===== config.mk =====
export PLATFORM = sky130hd
export DESIGN_NAME = cubic_bspline_track_evaluator_top_flat
export DESIGN_NICKNAME = d
export VERILOG_FILES = /design/src/rtl/core/cbte_pkg.sv /design/src/rtl/core/cbte_in_if.sv /design/src/rtl/core/cbte_out_if.sv /design/src/rtl/core/cubic_bspline_track_evaluator_top.sv /design/src/flat_wrapper.sv
export SDC_FILE = /design/constraint.sdc
export NUM_CORES = 2
export LEC_CHECK = 0
export BUFFER_PORTS_ARGS = -buffer_cell sky130_fd_sc_hd__buf_2
export CORE_UTILIZATION = 40
export CTS_CLUSTER_DIAMETER = 80
export DETAILED_ROUTE_END_ITERATION = 16
export GPL_TIMING_DRIVEN = 0
export PLACE_DENSITY = 0.65
export SYNTH_ARGS = -nofsm -noshare
export SYNTH_HDL_FRONTEND = slang
export SYNTH_SLANG_ARGS = --single-unit

===== constraint.sdc =====
create_clock -name clk -period 22.6 [get_ports clk]
set_clock_uncertainty 0.1 [all_clocks]
set_input_delay 2.26 -clock clk [delete_from_list [all_inputs] [get_ports clk]]
set_output_delay 2.26 -clock clk [all_outputs]
set_load 0.03 [all_outputs]

===== src/rtl/core/cbte_pkg.sv =====
package cbte_pkg;

  // default configuration
  localparam int POINTS_DEF       = 8;
  localparam int COORD_BITS_DEF   = 16;
  localparam int CORDIC_STEPS_DEF = 16;

  // heading and parameter widths are fixed by the word format
  localparam int ANGLE_BITS = 16;
  localparam int T_BITS     = 16;

  // sequencer states
  typedef enum logic [2:0] {
    S_IDLE,
    S_POLY,
    S_DIV,
    S_SUM,
    S_ROT,
    S_CORDIC,
    S_DONE
  } state_t;

  // word kinds
  localparam logic KIND_PUSH = 1'b0;
  localparam logic KIND_EVAL = 1'b1;

  // cordic arctangent table, units of pi/2^31
  function automatic logic [29:0] atan_lut(input logic [4:0] idx);
    logic [29:0] v;
    unique case (idx)
      5'd0:  v = 30'd536870912;
      5'd1:  v = 30'd316933406;
      5'd2:  v = 30'd167458907;
      5'd3:  v = 30'd85004756;
      5'd4:  v = 30'd42667331;
      5'd5:  v = 30'd21354465;
      5'd6:  v = 30'd10679838;
      5'd7:  v = 30'd5340245;
      5'd8:  v = 30'd2670163;
      5'd9:  v = 30'd1335087;
      5'd10: v = 30'd667544;
      5'd11: v = 30'd333772;
      5'd12: v = 30'd166886;
      5'd13: v = 30'd83443;
      5'd14: v = 30'd41722;
      5'd15: v = 30'd20861;
      5'd16: v = 30'd10430;
      5'd17: v = 30'd5215;
      5'd18: v = 30'd2608;
      5'd19: v = 30'd1304;
      5'd20: v = 30'd652;
      5'd21: v = 30'd326;
      5'd22: v = 30'd163;
      5'd23: v = 30'd81;
      default: v = 30'd0;
    endcase
    return v;
  endfunction

endpackage


===== src/rtl/core/cbte_in_if.sv =====
interface cbte_in_if #(
  parameter int COORD_BITS = cbte_pkg::COORD_BITS_DEF
) ();
  logic                         valid;
  logic                         ready;
  logic                         kind;
  logic signed [COORD_BITS-1:0] point_x;
  logic signed [COORD_BITS-1:0] point_y;
  logic [15:0]                  t_param;

  modport source (output valid, kind, point_x, point_y, t_param, input ready);
  modport sink   (input valid, kind, point_x, point_y, t_param, output ready);
endinterface


===== src/rtl/core/cbte_out_if.sv =====
interface cbte_out_if #(
  parameter int COORD_BITS = cbte_pkg::COORD_BITS_DEF
) ();
  logic                         valid;
  logic                         ready;
  logic signed [COORD_BITS-1:0] pos_x;
  logic signed [COORD_BITS-1:0] pos_y;
  logic signed [15:0]           heading;
  logic                         degenerate;

  modport source (output valid, pos_x, pos_y, heading, degenerate, input ready);
  modport sink   (input valid, pos_x, pos_y, heading, degenerate, output ready);
endinterface


===== src/rtl/core/cubic_bspline_track_evaluator_top.sv =====
// channel | dir | payload                              | word
// in_ch   | in  | kind, point_x, point_y, t_param      | push point or evaluate at t
// out_ch  | out | pos_x, pos_y, heading, degenerate    | one per evaluate word
//
// push word: accepted while idle, window shifts, no result
// evaluate word: result computed through states POLY, DIV, SUM, ROT, CORDIC and DONE;
//   ready again once the sequencer returns to idle; a zero tangent skips
//   the cordic loop; uses the shared multiplier, the byte-wide divide-by-3 and cordic
// rst (synchronous) clears the window, sequencer and output valid
// a result waiting on out_ch does not block new words; a finished result waits for it
module cubic_bspline_track_evaluator_top #(
  parameter int POINTS       = cbte_pkg::POINTS_DEF,
  parameter int COORD_BITS   = cbte_pkg::COORD_BITS_DEF,
  parameter int CORDIC_STEPS = cbte_pkg::CORDIC_STEPS_DEF
) (
  input logic     clk,
  input logic     rst,
  cbte_in_if.sink   in_ch,
  cbte_out_if.source out_ch
);
  import cbte_pkg::*;

  localparam int CB    = COORD_BITS;
  localparam int MA    = 35;
  localparam int MB    = (CB + 2 > 18) ? CB + 2 : 18;
  localparam int PW    = MA + MB;
  localparam int AW    = CB + 33;
  localparam int DW    = CB + 19;
  localparam int CW    = DW + 2;
  localparam int ZW    = 34;
  localparam int STEPS = (CORDIC_STEPS > 24) ? 24 : CORDIC_STEPS;

  state_t state, state_next;
  logic [4:0] cnt, cnt_next;
  logic [1:0] dsel;

  // control point window
  logic signed [CB-1:0] pts_x [POINTS];
  logic signed [CB-1:0] pts_y [POINTS];
  logic signed [CB-1:0] win_x [4];
  logic signed [CB-1:0] win_y [4];

  // polynomial terms
  logic [16:0] tq, uq;
  logic [32:0] t2, u2;
  logic [48:0] t3, u3;
  logic [51:0] r1;
  logic [17:0] q0, q2, q1;
  logic [30:0] w0, w1, w3, w2;
  logic [30:0] wv [4];
  logic [17:0] qv [3];

  // shared multiplier
  logic signed [MA-1:0] ma;
  logic signed [MB-1:0] mb;
  logic signed [PW-1:0] prod;

  // divide-by-3 unit
  logic [31:0] dv, qacc, dsrc;
  logic [1:0]  drem;
  logic [7:0]  qbyte;
  logic [1:0]  rbyte;

  // accumulators
  logic signed [AW-1:0] ax, ay;
  logic signed [DW-1:0] dx, dy;

  // cordic
  logic signed [CW-1:0] cx, cy;
  logic signed [ZW-1:0] cz;
  logic                 degen;

  logic in_ready, out_load;
  logic in_acc;
  logic [4:0] op_o, op_k;
  logic [1:0] sk, dk;

  assign in_acc = in_ch.valid && in_ready;

  for (genvar g = 0; g < 4; g++) begin : g_win
    assign win_x[g] = pts_x[g];
    assign win_y[g] = pts_y[g];
  end

  assign w2 = 31'(32'd1 << 30) - w0 - w1 - w3;
  assign q1 = 18'(1 << 17) - q0 - q2;
  assign wv[0] = w0;
  assign wv[1] = w1;
  assign wv[2] = w2;
  assign wv[3] = w3;
  assign qv[0] = q0;
  assign qv[1] = q1;
  assign qv[2] = q2;

  // r1 = 4*2^48 + 3*t^3 - 6*2^16*t^2
  assign r1 = (52'd1 << 50) + (52'(t3) << 1) + 52'(t3) - (52'(t2) << 17) - (52'(t2) << 18);

  // rounded dividend, already scaled by 2^-19
  always_comb begin
    logic [51:0] v;
    unique case (dsel)
      2'd0:    v = 52'(u3);
      2'd1:    v = 52'(t3);
      default: v = r1;
    endcase
    v = v + (52'd3 << 18);
    dsrc = v[50:19];
  end

  // eight bits of the divide-by-3 in one cycle
  always_comb begin
    logic [2:0] rr;
    logic [1:0] r;
    r = drem;
    qbyte = '0;
    for (int b = 7; b >= 0; b--) begin
      rr = {r, dv[24 + b]};
      if (rr >= 3'd3) begin
        qbyte[b] = 1'b1;
        rr = rr - 3'd3;
      end
      r = rr[1:0];
    end
    rbyte = r;
  end

  // next state
  always_comb begin
    state_next = state;
    cnt_next   = cnt;
    unique case (state)
      S_IDLE: begin
        cnt_next = '0;
        if (in_acc && in_ch.kind == KIND_EVAL) state_next = S_POLY;
      end
      S_POLY: begin
        cnt_next = cnt + 5'd1;
        if (cnt == 5'd4) begin
          state_next = S_DIV;
          cnt_next   = '0;
        end
      end
      S_DIV: begin
        cnt_next = cnt + 5'd1;
        if (cnt == 5'd4) begin
          cnt_next = '0;
          if (dsel == 2'd2) state_next = S_SUM;
        end
      end
      S_SUM: begin
        cnt_next = cnt + 5'd1;
        if (cnt == 5'd14) begin
          state_next = S_ROT;
          cnt_next   = '0;
        end
      end
      S_ROT: begin
        cnt_next   = '0;
        state_next = (dx == '0 && dy == '0) ? S_DONE : S_CORDIC;
      end
      S_CORDIC: begin
        cnt_next = cnt + 5'd1;
        if (cnt == 5'(STEPS - 1)) begin
          state_next = S_DONE;
          cnt_next   = '0;
        end
      end
      S_DONE: begin
        if (!out_ch.valid || out_ch.ready) state_next = S_IDLE;
      end
      default: state_next = S_IDLE;
    endcase
  end

  // sequencer outputs and multiplier operands
  assign op_k = cnt - 5'd8;
  assign sk   = cnt[2:1];
  assign dk   = op_k[2:1];
  always_comb begin
    in_ready = 1'b0;
    out_load = 1'b0;
    ma = '0;
    mb = '0;
    unique case (state)
      S_IDLE: in_ready = 1'b1;
      S_POLY: begin
        unique case (cnt[1:0])
          2'd0: begin
            ma = MA'($signed({1'b0, tq}));
            mb = MB'($signed({1'b0, tq}));
          end
          2'd1: begin
            ma = MA'($signed({1'b0, uq}));
            mb = MB'($signed({1'b0, uq}));
          end
          2'd2: begin
            ma = MA'($signed({1'b0, t2}));
            mb = MB'($signed({1'b0, tq}));
          end
          default: begin
            ma = MA'($signed({1'b0, u2}));
            mb = MB'($signed({1'b0, uq}));
          end
        endcase
      end
      S_SUM: begin
        if (cnt < 5'd8) begin
          ma = MA'($signed({1'b0, wv[sk]}));
          mb = cnt[0] ? MB'(win_y[sk]) : MB'(win_x[sk]);
        end else if (cnt < 5'd14) begin
          ma = MA'($signed({1'b0, qv[dk]}));
          mb = op_k[0] ? MB'(win_y[dk + 2'd1]) - MB'(win_y[dk])
                       : MB'(win_x[dk + 2'd1]) - MB'(win_x[dk]);
        end
      end
      S_DONE: out_load = !out_ch.valid || out_ch.ready;
      default: ;
    endcase
  end

  assign in_ch.ready = in_ready;
  assign op_o = cnt - 5'd1;

  // control registers
  always_ff @(posedge clk) begin
    if (rst) begin
      state <= S_IDLE;
      cnt   <= '0;
      dsel  <= '0;
    end else begin
      state <= state_next;
      cnt   <= cnt_next;
      if (state == S_IDLE) dsel <= '0;
      else if (state == S_DIV && cnt == 5'd4) dsel <= dsel + 2'd1;
    end
  end

  // control point window
  always_ff @(posedge clk) begin
    if (rst) begin
      for (int i = 0; i < POINTS; i++) begin
        pts_x[i] <= '0;
        pts_y[i] <= '0;
      end
    end else if (in_acc && in_ch.kind == KIND_PUSH) begin
      for (int i = 0; i < POINTS - 1; i++) begin
        pts_x[i] <= pts_x[i + 1];
        pts_y[i] <= pts_y[i + 1];
      end
      pts_x[POINTS-1] <= in_ch.point_x;
      pts_y[POINTS-1] <= in_ch.point_y;
    end
  end

  // datapath
  always_ff @(posedge clk) begin
    prod <= PW'(ma) * PW'(mb);
    if (in_acc) begin
      tq <= {1'b0, in_ch.t_param};
      uq <= 17'h10000 - {1'b0, in_ch.t_param};
    end
    if (state == S_POLY) begin
      unique case (cnt[2:0])
        3'd1: t2 <= prod[32:0];
        3'd2: u2 <= prod[32:0];
        3'd3: t3 <= prod[48:0];
        3'd4: begin
          u3 <= prod[48:0];
          q0 <= 18'((34'(u2) + 34'd32768) >> 16);
          q2 <= 18'((34'(t2) + 34'd32768) >> 16);
        end
        default: ;
      endcase
    end
    if (state == S_DIV) begin
      if (cnt == 5'd0) begin
        dv   <= dsrc;
        drem <= '0;
        qacc <= '0;
      end else begin
        dv   <= dv << 8;
        drem <= rbyte;
        qacc <= {qacc[23:0], qbyte};
        if (cnt == 5'd4) begin
          unique case (dsel)
            2'd0:    w0 <= {qacc[22:0], qbyte};
            2'd1:    w3 <= {qacc[22:0], qbyte};
            default: w1 <= {qacc[22:0], qbyte};
          endcase
        end
      end
    end
    if (state == S_SUM) begin
      if (cnt == 5'd0) begin
        ax <= '0;
        ay <= '0;
        dx <= '0;
        dy <= '0;
      end else if (op_o < 5'd8) begin
        if (op_o[0]) ay <= ay + $signed(prod[AW-1:0]);
        else         ax <= ax + $signed(prod[AW-1:0]);
      end else begin
        if (op_o[0]) dy <= dy + $signed(prod[DW-1:0]);
        else         dx <= dx + $signed(prod[DW-1:0]);
      end
    end
    if (state == S_ROT) begin
      degen <= (dx == '0 && dy == '0);
      if (dx > 0) begin
        if (dy >= 0) begin
          cx <= CW'(dy);
          cy <= CW'(dx);
          cz <= ZW'(34'sd1 <<< 30);
        end else begin
          cx <= -CW'(dy);
          cy <= -CW'(dx);
          cz <= -ZW'(34'sd1 <<< 30);
        end
      end else begin
        cx <= -CW'(dx);
        cy <= CW'(dy);
        cz <= '0;
      end
    end
    if (state == S_CORDIC) begin
      if (cy > 0) begin
        cx <= cx + (cy >>> cnt);
        cy <= cy - (cx >>> cnt);
        cz <= cz + ZW'(atan_lut(cnt));
      end else begin
        cx <= cx - (cy >>> cnt);
        cy <= cy + (cx >>> cnt);
        cz <= cz - ZW'(atan_lut(cnt));
      end
    end
  end

  // rounding, saturation and heading scaling
  logic signed [AW-1:0] rx, ry;
  logic signed [AW-1:0] sat_hi, sat_lo;
  logic signed [CB-1:0] px, py;
  logic signed [ZW-1:0] zr;

  assign sat_hi = $signed({{(AW - CB + 1){1'b0}}, {(CB - 1){1'b1}}});
  assign sat_lo = ~sat_hi;
  assign rx = (ax + (AW'(1) <<< 29)) >>> 30;
  assign ry = (ay + (AW'(1) <<< 29)) >>> 30;
  assign px = (rx > sat_hi) ? CB'(sat_hi) : (rx < sat_lo) ? CB'(sat_lo) : CB'(rx);
  assign py = (ry > sat_hi) ? CB'(sat_hi) : (ry < sat_lo) ? CB'(sat_lo) : CB'(ry);
  assign zr = (cz + ZW'(32768)) >>> 16;

  // output register
  always_ff @(posedge clk) begin
    if (rst) begin
      out_ch.valid <= 1'b0;
    end else if (out_load) begin
      out_ch.valid <= 1'b1;
    end else if (out_ch.ready) begin
      out_ch.valid <= 1'b0;
    end
  end

  always_ff @(posedge clk) begin
    if (out_load) begin
      out_ch.pos_x      <= px;
      out_ch.pos_y      <= py;
      out_ch.heading    <= degen ? '0 : $signed(zr[15:0]);
      out_ch.degenerate <= degen;
    end
  end

  // checks
  a_eval_busy: assert property (@(posedge clk) disable iff (rst)
    (in_acc && in_ch.kind == KIND_EVAL) |=> !in_ch.ready)
    else $error("ready while evaluating");

  a_degen_zero: assert property (@(posedge clk) disable iff (rst)
    (out_ch.valid && out_ch.degenerate) |-> out_ch.heading == 16'sd0)
    else $error("degenerate result with nonzero heading");

  a_push_silent: assert property (@(posedge clk) disable iff (rst)
    (in_acc && in_ch.kind == KIND_PUSH && !out_ch.ready) |=> $stable(out_ch.valid))
    else $error("push word changed output valid");

endmodule

===== src/flat_wrapper.sv =====
// flat-port wrapper written by rule: the top's interface ports become plain ports
module cubic_bspline_track_evaluator_top_flat import cbte_pkg::*;
#(
  parameter int POINTS       = cbte_pkg::POINTS_DEF,
  parameter int COORD_BITS   = cbte_pkg::COORD_BITS_DEF,
  parameter int CORDIC_STEPS = cbte_pkg::CORDIC_STEPS_DEF
)
  (clk, rst, in_ch_valid, in_ch_kind, in_ch_point_x, in_ch_point_y, in_ch_t_param, in_ch_ready, out_ch_valid, out_ch_pos_x, out_ch_pos_y, out_ch_heading, out_ch_degenerate, out_ch_ready);
  cbte_in_if #(.COORD_BITS(COORD_BITS)) in_ch_i ();
  cbte_out_if #(.COORD_BITS(COORD_BITS)) out_ch_i ();
  input logic clk;
  input logic rst;
  input wire logic [$bits(in_ch_i.valid)-1:0] in_ch_valid;
  input wire logic [$bits(in_ch_i.kind)-1:0] in_ch_kind;
  input wire logic [$bits(in_ch_i.point_x)-1:0] in_ch_point_x;
  input wire logic [$bits(in_ch_i.point_y)-1:0] in_ch_point_y;
  input wire logic [$bits(in_ch_i.t_param)-1:0] in_ch_t_param;
  output wire logic [$bits(in_ch_i.ready)-1:0] in_ch_ready;
  output wire logic [$bits(out_ch_i.valid)-1:0] out_ch_valid;
  output wire logic [$bits(out_ch_i.pos_x)-1:0] out_ch_pos_x;
  output wire logic [$bits(out_ch_i.pos_y)-1:0] out_ch_pos_y;
  output wire logic [$bits(out_ch_i.heading)-1:0] out_ch_heading;
  output wire logic [$bits(out_ch_i.degenerate)-1:0] out_ch_degenerate;
  input wire logic [$bits(out_ch_i.ready)-1:0] out_ch_ready;
  assign in_ch_i.valid = in_ch_valid;
  assign in_ch_i.kind = in_ch_kind;
  assign in_ch_i.point_x = in_ch_point_x;
  assign in_ch_i.point_y = in_ch_point_y;
  assign in_ch_i.t_param = in_ch_t_param;
  assign in_ch_ready = in_ch_i.ready;
  assign out_ch_valid = out_ch_i.valid;
  assign out_ch_pos_x = out_ch_i.pos_x;
  assign out_ch_pos_y = out_ch_i.pos_y;
  assign out_ch_heading = out_ch_i.heading;
  assign out_ch_degenerate = out_ch_i.degenerate;
  assign out_ch_i.ready = out_ch_ready;
  cubic_bspline_track_evaluator_top #(.POINTS(POINTS), .COORD_BITS(COORD_BITS), .CORDIC_STEPS(CORDIC_STEPS)) u_core (.clk(clk), .rst(rst), .in_ch(in_ch_i), .out_ch(out_ch_i));
endmodule

# Word level (Yosys, flattened, before mapping)
# Memories as Yosys holds them, arrays and structs flattened. A register that Yosys moved wholly into a read port is not among the register bits.
# Index checks and enable logic that the tools add are counted.
dict set report word_totals {
  reg_bits 769
  mem_bits_rw 256
  romBits 1920
  out_inout_bits 51
  word_cells 309
  n_memories 4
}
# name depth width rd rd_ports_with_merged_regs write_ports line_no
set memory_table {}
lappend memory_table {{(no name shown)} 32 30 1 1 0 cbte_pkg.sv:30} ;# unique case (idx)
lappend memory_table {{(no name shown)} 32 30 1 1 0 cbte_pkg.sv:30}
lappend memory_table {u_core.pts_x 8 16 8 0 8 cubic_bspline_track_evaluator_top.sv:38} ;# logic signed [CB-1:0] pts_x [POINTS];
lappend memory_table {u_core.pts_y 8 16 8 0 8 cubic_bspline_track_evaluator_top.sv:39} ;# logic signed [CB-1:0] pts_y [POINTS];
dict set report classes {
  addsub 43
  multipliers 1
  magnitude_cmp 21
  n_eq_ne 26
  shifts 2
  mux 123
  bitwise_logic 22
  n_reduce_logical 35
}
# cell n
set ops {}
lappend ops {{16-bit 2-to-1 mux} 30}
lappend ops {{37-bit 2-to-1 mux} 10}
lappend ops {{49-bit 2-to-1 mux} 4}
lappend ops {{16-bit binary-select mux with 2-bit select} 6}
lappend ops {{35-bit 2-to-1 mux} 5}
lappend ops {{34-bit 2-to-1 mux} 5}
lappend ops {{18-bit 2-to-1 mux} 7}
lappend ops {{30-bit 2-to-1 mux} 4}
lappend ops {{51-bit case mux with 2 select lines} 1}
lappend ops {{33-bit case mux with 3 select lines} 1}
lappend ops {{49-bit by 31-bit adder with 49-bit output (second input constant)} 2}
lappend ops {{49-bit adder} 2}
lappend ops {{37-bit adder} 2}
lappend ops {{35-bit negation with 37-bit output} 2}
lappend ops {{37-bit by 5-bit >>> shifter with 37-bit output} 2}
lappend ops {{37-bit subtractor} 2}
lappend ops {{35-bit adder} 2}
lappend ops {{35-bit logical NOT} 2}
lappend ops {{35-bit case mux with 2 select lines} 1}
lappend ops {{33-bit by 16-bit adder with 34-bit output (second input constant)} 2}
lappend ops {{31-bit binary-select mux with 2-bit select} 1}
lappend ops {{31-bit 2-to-1 mux} 2}
lappend ops {{31-bit subtractor} 2}
lappend ops {{51-bit by 20-bit adder with 51-bit output (second input constant)} 1}
lappend ops {{other kinds (61)} 175}

# Depth between registers and ports, before layout
dict set report depth {
  word_depth 16
  ltp_mapped 53
  mapped_depth_nobuf 45
}

# Worst setup path before layout
# No wires, ideal clock.
dict set report synth_timing {
  path_type {input port to flip-flop}
  from {input port in_ch_valid}
  to {memory u_core.pts_x[0][0] (netlist name), enable pin}
  setup_time_ps 928
  t_arrival_ps 14102
  setup_slack_ps 7470
  path_stages 2
  path_cell_list {nand2_1 o21bai_1}
}
# element line_no
set synth_rtl {}
lappend synth_rtl {{from (decl)} flat_wrapper.sv:13} ;# input wire logic [$bits(in_ch_i.valid)-1:0] in_ch_valid;
lappend synth_rtl {{to (decl)} cubic_bspline_track_evaluator_top.sv:38}

# Final worst setup path
dict set report layout_timing {
  from {register u_core.cnt[1]}
  to {register u_core.prod[48]}
}
dict set report layout_via {
  elab_chain_len 12
}
# element line_no
set layout_rtl {}
lappend layout_rtl {{from (decl)} cubic_bspline_track_evaluator_top.sv:34} ;# logic [4:0] cnt, cnt_next;
lappend layout_rtl {{from (signal assigned)} cubic_bspline_track_evaluator_top.sv:232} ;# cnt <= cnt_next;
lappend layout_rtl {{3-bit by 1-bit subtractor with 3-bit output} cubic_bspline_track_evaluator_top.sv:176} ;# assign op_k = cnt - 5'd8;
lappend layout_rtl {{2-bit by 1-bit adder with 2-bit output} {cubic_bspline_track_evaluator_top.sv:212, cubic_bspline_track_evaluator_top.sv:213}}
lappend layout_rtl {{2-bit NOT with 3-bit output (not written as such)} {cubic_bspline_track_evaluator_top.sv:212, cubic_bspline_track_evaluator_top.sv:213}}
lappend layout_rtl {{16-bit binary-select mux with 2-bit select, on equally long branches} {cubic_bspline_track_evaluator_top.sv:213, cubic_bspline_track_evaluator_top.sv:212}}
lappend layout_rtl {{16-bit 2-to-1 mux, on equally long branches (2 in series)} {cubic_bspline_track_evaluator_top.sv:213, cubic_bspline_track_evaluator_top.sv:212}}
lappend layout_rtl {{16-bit by 16-bit subtractor with 17-bit output, on equally long branches} {cubic_bspline_track_evaluator_top.sv:213, cubic_bspline_track_evaluator_top.sv:212}}
lappend layout_rtl {{18-bit 2-to-1 mux} cubic_bspline_track_evaluator_top.sv:212} ;# mb = op_k[0] ? MB'(win_y[dk + 2'd1]) - MB'(win_y[dk])
lappend layout_rtl {{18-bit 2-to-1 mux} cubic_bspline_track_evaluator_top.sv:210} ;# end else if (cnt < 5'd14) begin
lappend layout_rtl {{18-bit 2-to-1 mux} cubic_bspline_track_evaluator_top.sv:207} ;# if (cnt < 5'd8) begin
lappend layout_rtl {{18-bit case mux with 2 select lines} cubic_bspline_track_evaluator_top.sv:184} ;# unique case (state)
lappend layout_rtl {{35-bit by 18-bit multiplier with 49-bit output *} cubic_bspline_track_evaluator_top.sv:257} ;# prod <= PW'(ma) * PW'(mb);
lappend layout_rtl {{to (signal assigned)} cubic_bspline_track_evaluator_top.sv:257}
lappend layout_rtl {{to (decl)} cubic_bspline_track_evaluator_top.sv:56} ;# logic signed [PW-1:0] prod;
# Mark *: on every way between the ends. The rest lies on a longest branch, timed or not. The select of a mux whose other input is x is not followed.
# A chain may end at the register's enable or synchronous reset.

==> metrics.cfg <==
[synthesis]
syn-cell-area_sq_mm = 0.0924
async_flop_share = 0
yosysWarnings = 0
synth.yosys.seq_area_share = 0.326
avgSynthCellArea_sq_um = 9.96
syn_inst = 9269
synth_edf_count = 944
synthFlopType = edfxtp_1
ys_ff_latch = 1034
synth_top_area_share = 0.307
synth_area_leader_cell = edfxtp_1
synth_area_leaders = edfxtp_1 (31%), fa_1 (13%), ha_1 (8.9%), mux4_2 (4.5%), inv_1 (4.0%)
synth_cell_types = 94
syn_nets = 10600

[min_path]
hold_class = flop to flop
min_to = u_core.w0[25]
hp-start = u_core.qacc[17]
whs_path_depth = 0

[sta]
setup_viol = 0
hold_viol = 0
period_minus_slack_ns = 19.19
fin_crit_sh = 0.849
worstMarginPinSlew_ns = 1.59
rsz0062_at_grt = false
max_freq_mhz = 52.1
relSlewSlack = -0.0613
holdWs_ns = 0.371
timing.final.ws_setup_ns = 3.41
tns_ns = 0
drv_slew = 51

[floorplan]
die_x_um = 482
die-area_sq_mm = 0.233
io_pins = 104
std_cell_rows = 176
die_h_um = 482
core-area_sq_mm = 0.230
start_util = 0.402

[global_routing]
grt_pass1_wl_mm = 485
gr-total-overflow = 0
grt_pass1_vias = 73200
grt_usage = 0.283
antenna_found_initial = 38
grt_max_degree = 62

[setup_path]
cpMostUsedCell = fa_1
arrival_ns = 19.80
r2r_start = u_core.cnt[1]
r2r_end = u_core.prod[48]
critPathKind = flop to flop
cp-end-kind = flop
crit_slowest_cell = o311ai_0
critical_path.top_delay_family = buffers and inverters
cp_data_required_time_ns = 23.21
worstPathMaxFanout = 10
r2r_cells = 49
cp_num_buf_inv = 14
startpoint_type = flop
crit_path_max_incr_delay_ns = 1.11
rrSetupSlack_ns = 3.41

[routing]
first_pass_iters = 8
post-route-drc-count = 0
ant_nets = 0
drt_iter0_markers = 7977
wl_mm = 332
vias = 74500
via_per_inst = 5.87
post_drt_wl_per_cell_um = 26.1

[clock_tree]
cts_inserted_buffers = 116
ctsHoldBuffers = 0
clockRootBuffer = clkbuf_16
cts_resized = 0
clockBufferDepth = 3
cts_setup_buffers = 0
cts_tree = built
worstSkewPairLatency_ns = 0.79
cts_max_level = 3
cts.sinks = 1034
clk_pin_slew_ns = 0.06

[job]
cap_viol_max_count = 5

[power_and_ir_drop]
p_sw_frac = 0.413
p_leak_uw = 0.0419
p_clk_frac = 0.248
p_seq_frac = 0.318
p_switching_uw = 3280
internal_power_uw = 4660
comb_power_share = 0.434
p_per_area_mw_per_mm2 = 78.1
vdd.ir_drop.worst_mv = 0.0729

[cells_and_area]
drive_gt1_frac = 0.0706
nets = 10800
num-fill-cells = 21700
final_cell_mix = inv_1 (983), edfxtp_1 (944), nand2_1 (824)
final_common_cell = inv_1
syn_to_final_growth_pct = 9.97

[placement]
place_congestion = 1.03
post-place-ws_ns = 3.82
dp_hpwl_mm = 264
port_buffers = 103

[status]
violations = capacitance limit, slew limit
status = finished with violations

## power groups by stage
stage	Combinational [uW]	Clock, uW	Sequential [uW]
after CTS	3370	1990	2510
after detailed placement	3350	0	2550
after global placement	3260	0	2580
after floorplan	2290	0	2440
final	3440	1970	2520
after global routing	3700	2060	2520
## how the worst max path moves through the flow
stage | from | to | depth (start not counted)
floorplan | in_ch_valid | u_core.pts_x[0][0] | 2
global placement | in_ch_valid | u_core.pts_y[0][126] | 3
CTS | u_core.cnt[1] | u_core.prod[48] | 49
detailed placement | u_core.cnt[1] | u_core.prod[48] | 49
finish | u_core.cnt[1] | u_core.prod[48] | 49
global route | u_core.cnt[1] | u_core.prod[44] | 49
## worst register-to-register path, delay by kind of cell (launching register included)
kind | cells | cell delay [ns]
buf+inv | 14 | 6.10
compound gates | 19 | 5.89
fa+ha+maj | 8 | 4.10
simple gates | 6 | 1.51
mux | 1 | 0.66
flops | 1 | 0.63
xor+xnor | 1 | 0.16
## sequential cells by signal, indices dropped and copies added (netlist names), 17 cells and up, named ones only
register and count:
u_core.pts_x 128, u_core.pts_y 128, u_core.ax 49, u_core.ay 49, u_core.prod 49, u_core.t3 49
u_core.cx 37, u_core.cy 37, u_core.dx 35, u_core.dy 35, u_core.t2 33, u_core.u2 33
u_core.cz 32, u_core.dv 32, u_core.u3 31, u_core.w0 31, u_core.w1 31, u_core.w3 31
u_core.qacc 23, u_core.q0 18, u_core.q2 18, u_core.uq 17
## metrics by stage
| step | util | instances | power (uW) | instance area [sq um] |
|---|---|---|---|---|
| floorplan | - | 9269 | 4730 | 92400 |
| global placement | 0.421 | 12400 | 5840 | 96700 |
| detailed placement | 0.425 | 12400 | 5900 | 97500 |
| CTS | 0.442 | 12700 | 7870 | 101000 |
| global route | 0.442 | 12700 | 8280 | 102000 |
| finish | 0.442 | 12700 | 7940 | 102000 |
## cell usage after synthesis (all sizes together), types with 77 or more instances
cell and instances:
edfxtp 944, and2 357, o21a 93, a21oi 486, inv 984, dfxtp 90, fa 599, a21o 199
nor3 132, nand2 824, xor2 305, and3 77, nand2b 109, nor2b 163, ha 659, xnor2 341
nor2 707, o21ai 439, mux4 193, mux2i 86, nand3 130, clkbuf 305
## final cells by class
cell class	instances	area (sq um)	share of cell area
diodes	26	65.1	0.000641
flip-flops and latches	1034	30100	0.297
clock buffers	147	3190	0.0315
plain buffers	376	1490	0.0147
multi-input cells	6871	57100	0.563
repair buffers	144	1270	0.0125
clock inverters	71	753	0.00742
inverters	988	3710	0.0365
well taps	3026	3790	0.0373
## kinds of logic after synthesis
family / after synthesis / synth area share
AND/OR/NAND/NOR: 2771 / 0.145
AO/OA/AOI/OAI: 1891 / 0.132
buffers and inverters: 1364 / 0.0563
adder cells (fa/ha/maj): 1258 / 0.219
flip-flops: 1034 / 0.326
XOR/XNOR: 646 / 0.0613
multiplexers: 305 / 0.0599
## layer usage
layer | wire length (um) | global-route usage | share of wire
met2 | 148000 | 0.442 | 0.45
met3 | 27100 | 0.0447 | 0.082
met4 | 21000 | 0.160 | 0.063
met5 | 13 | 0 | 0.000039
met1 | 135000 | 0.374 | 0.41
Power figures use the tool's default switching activity.
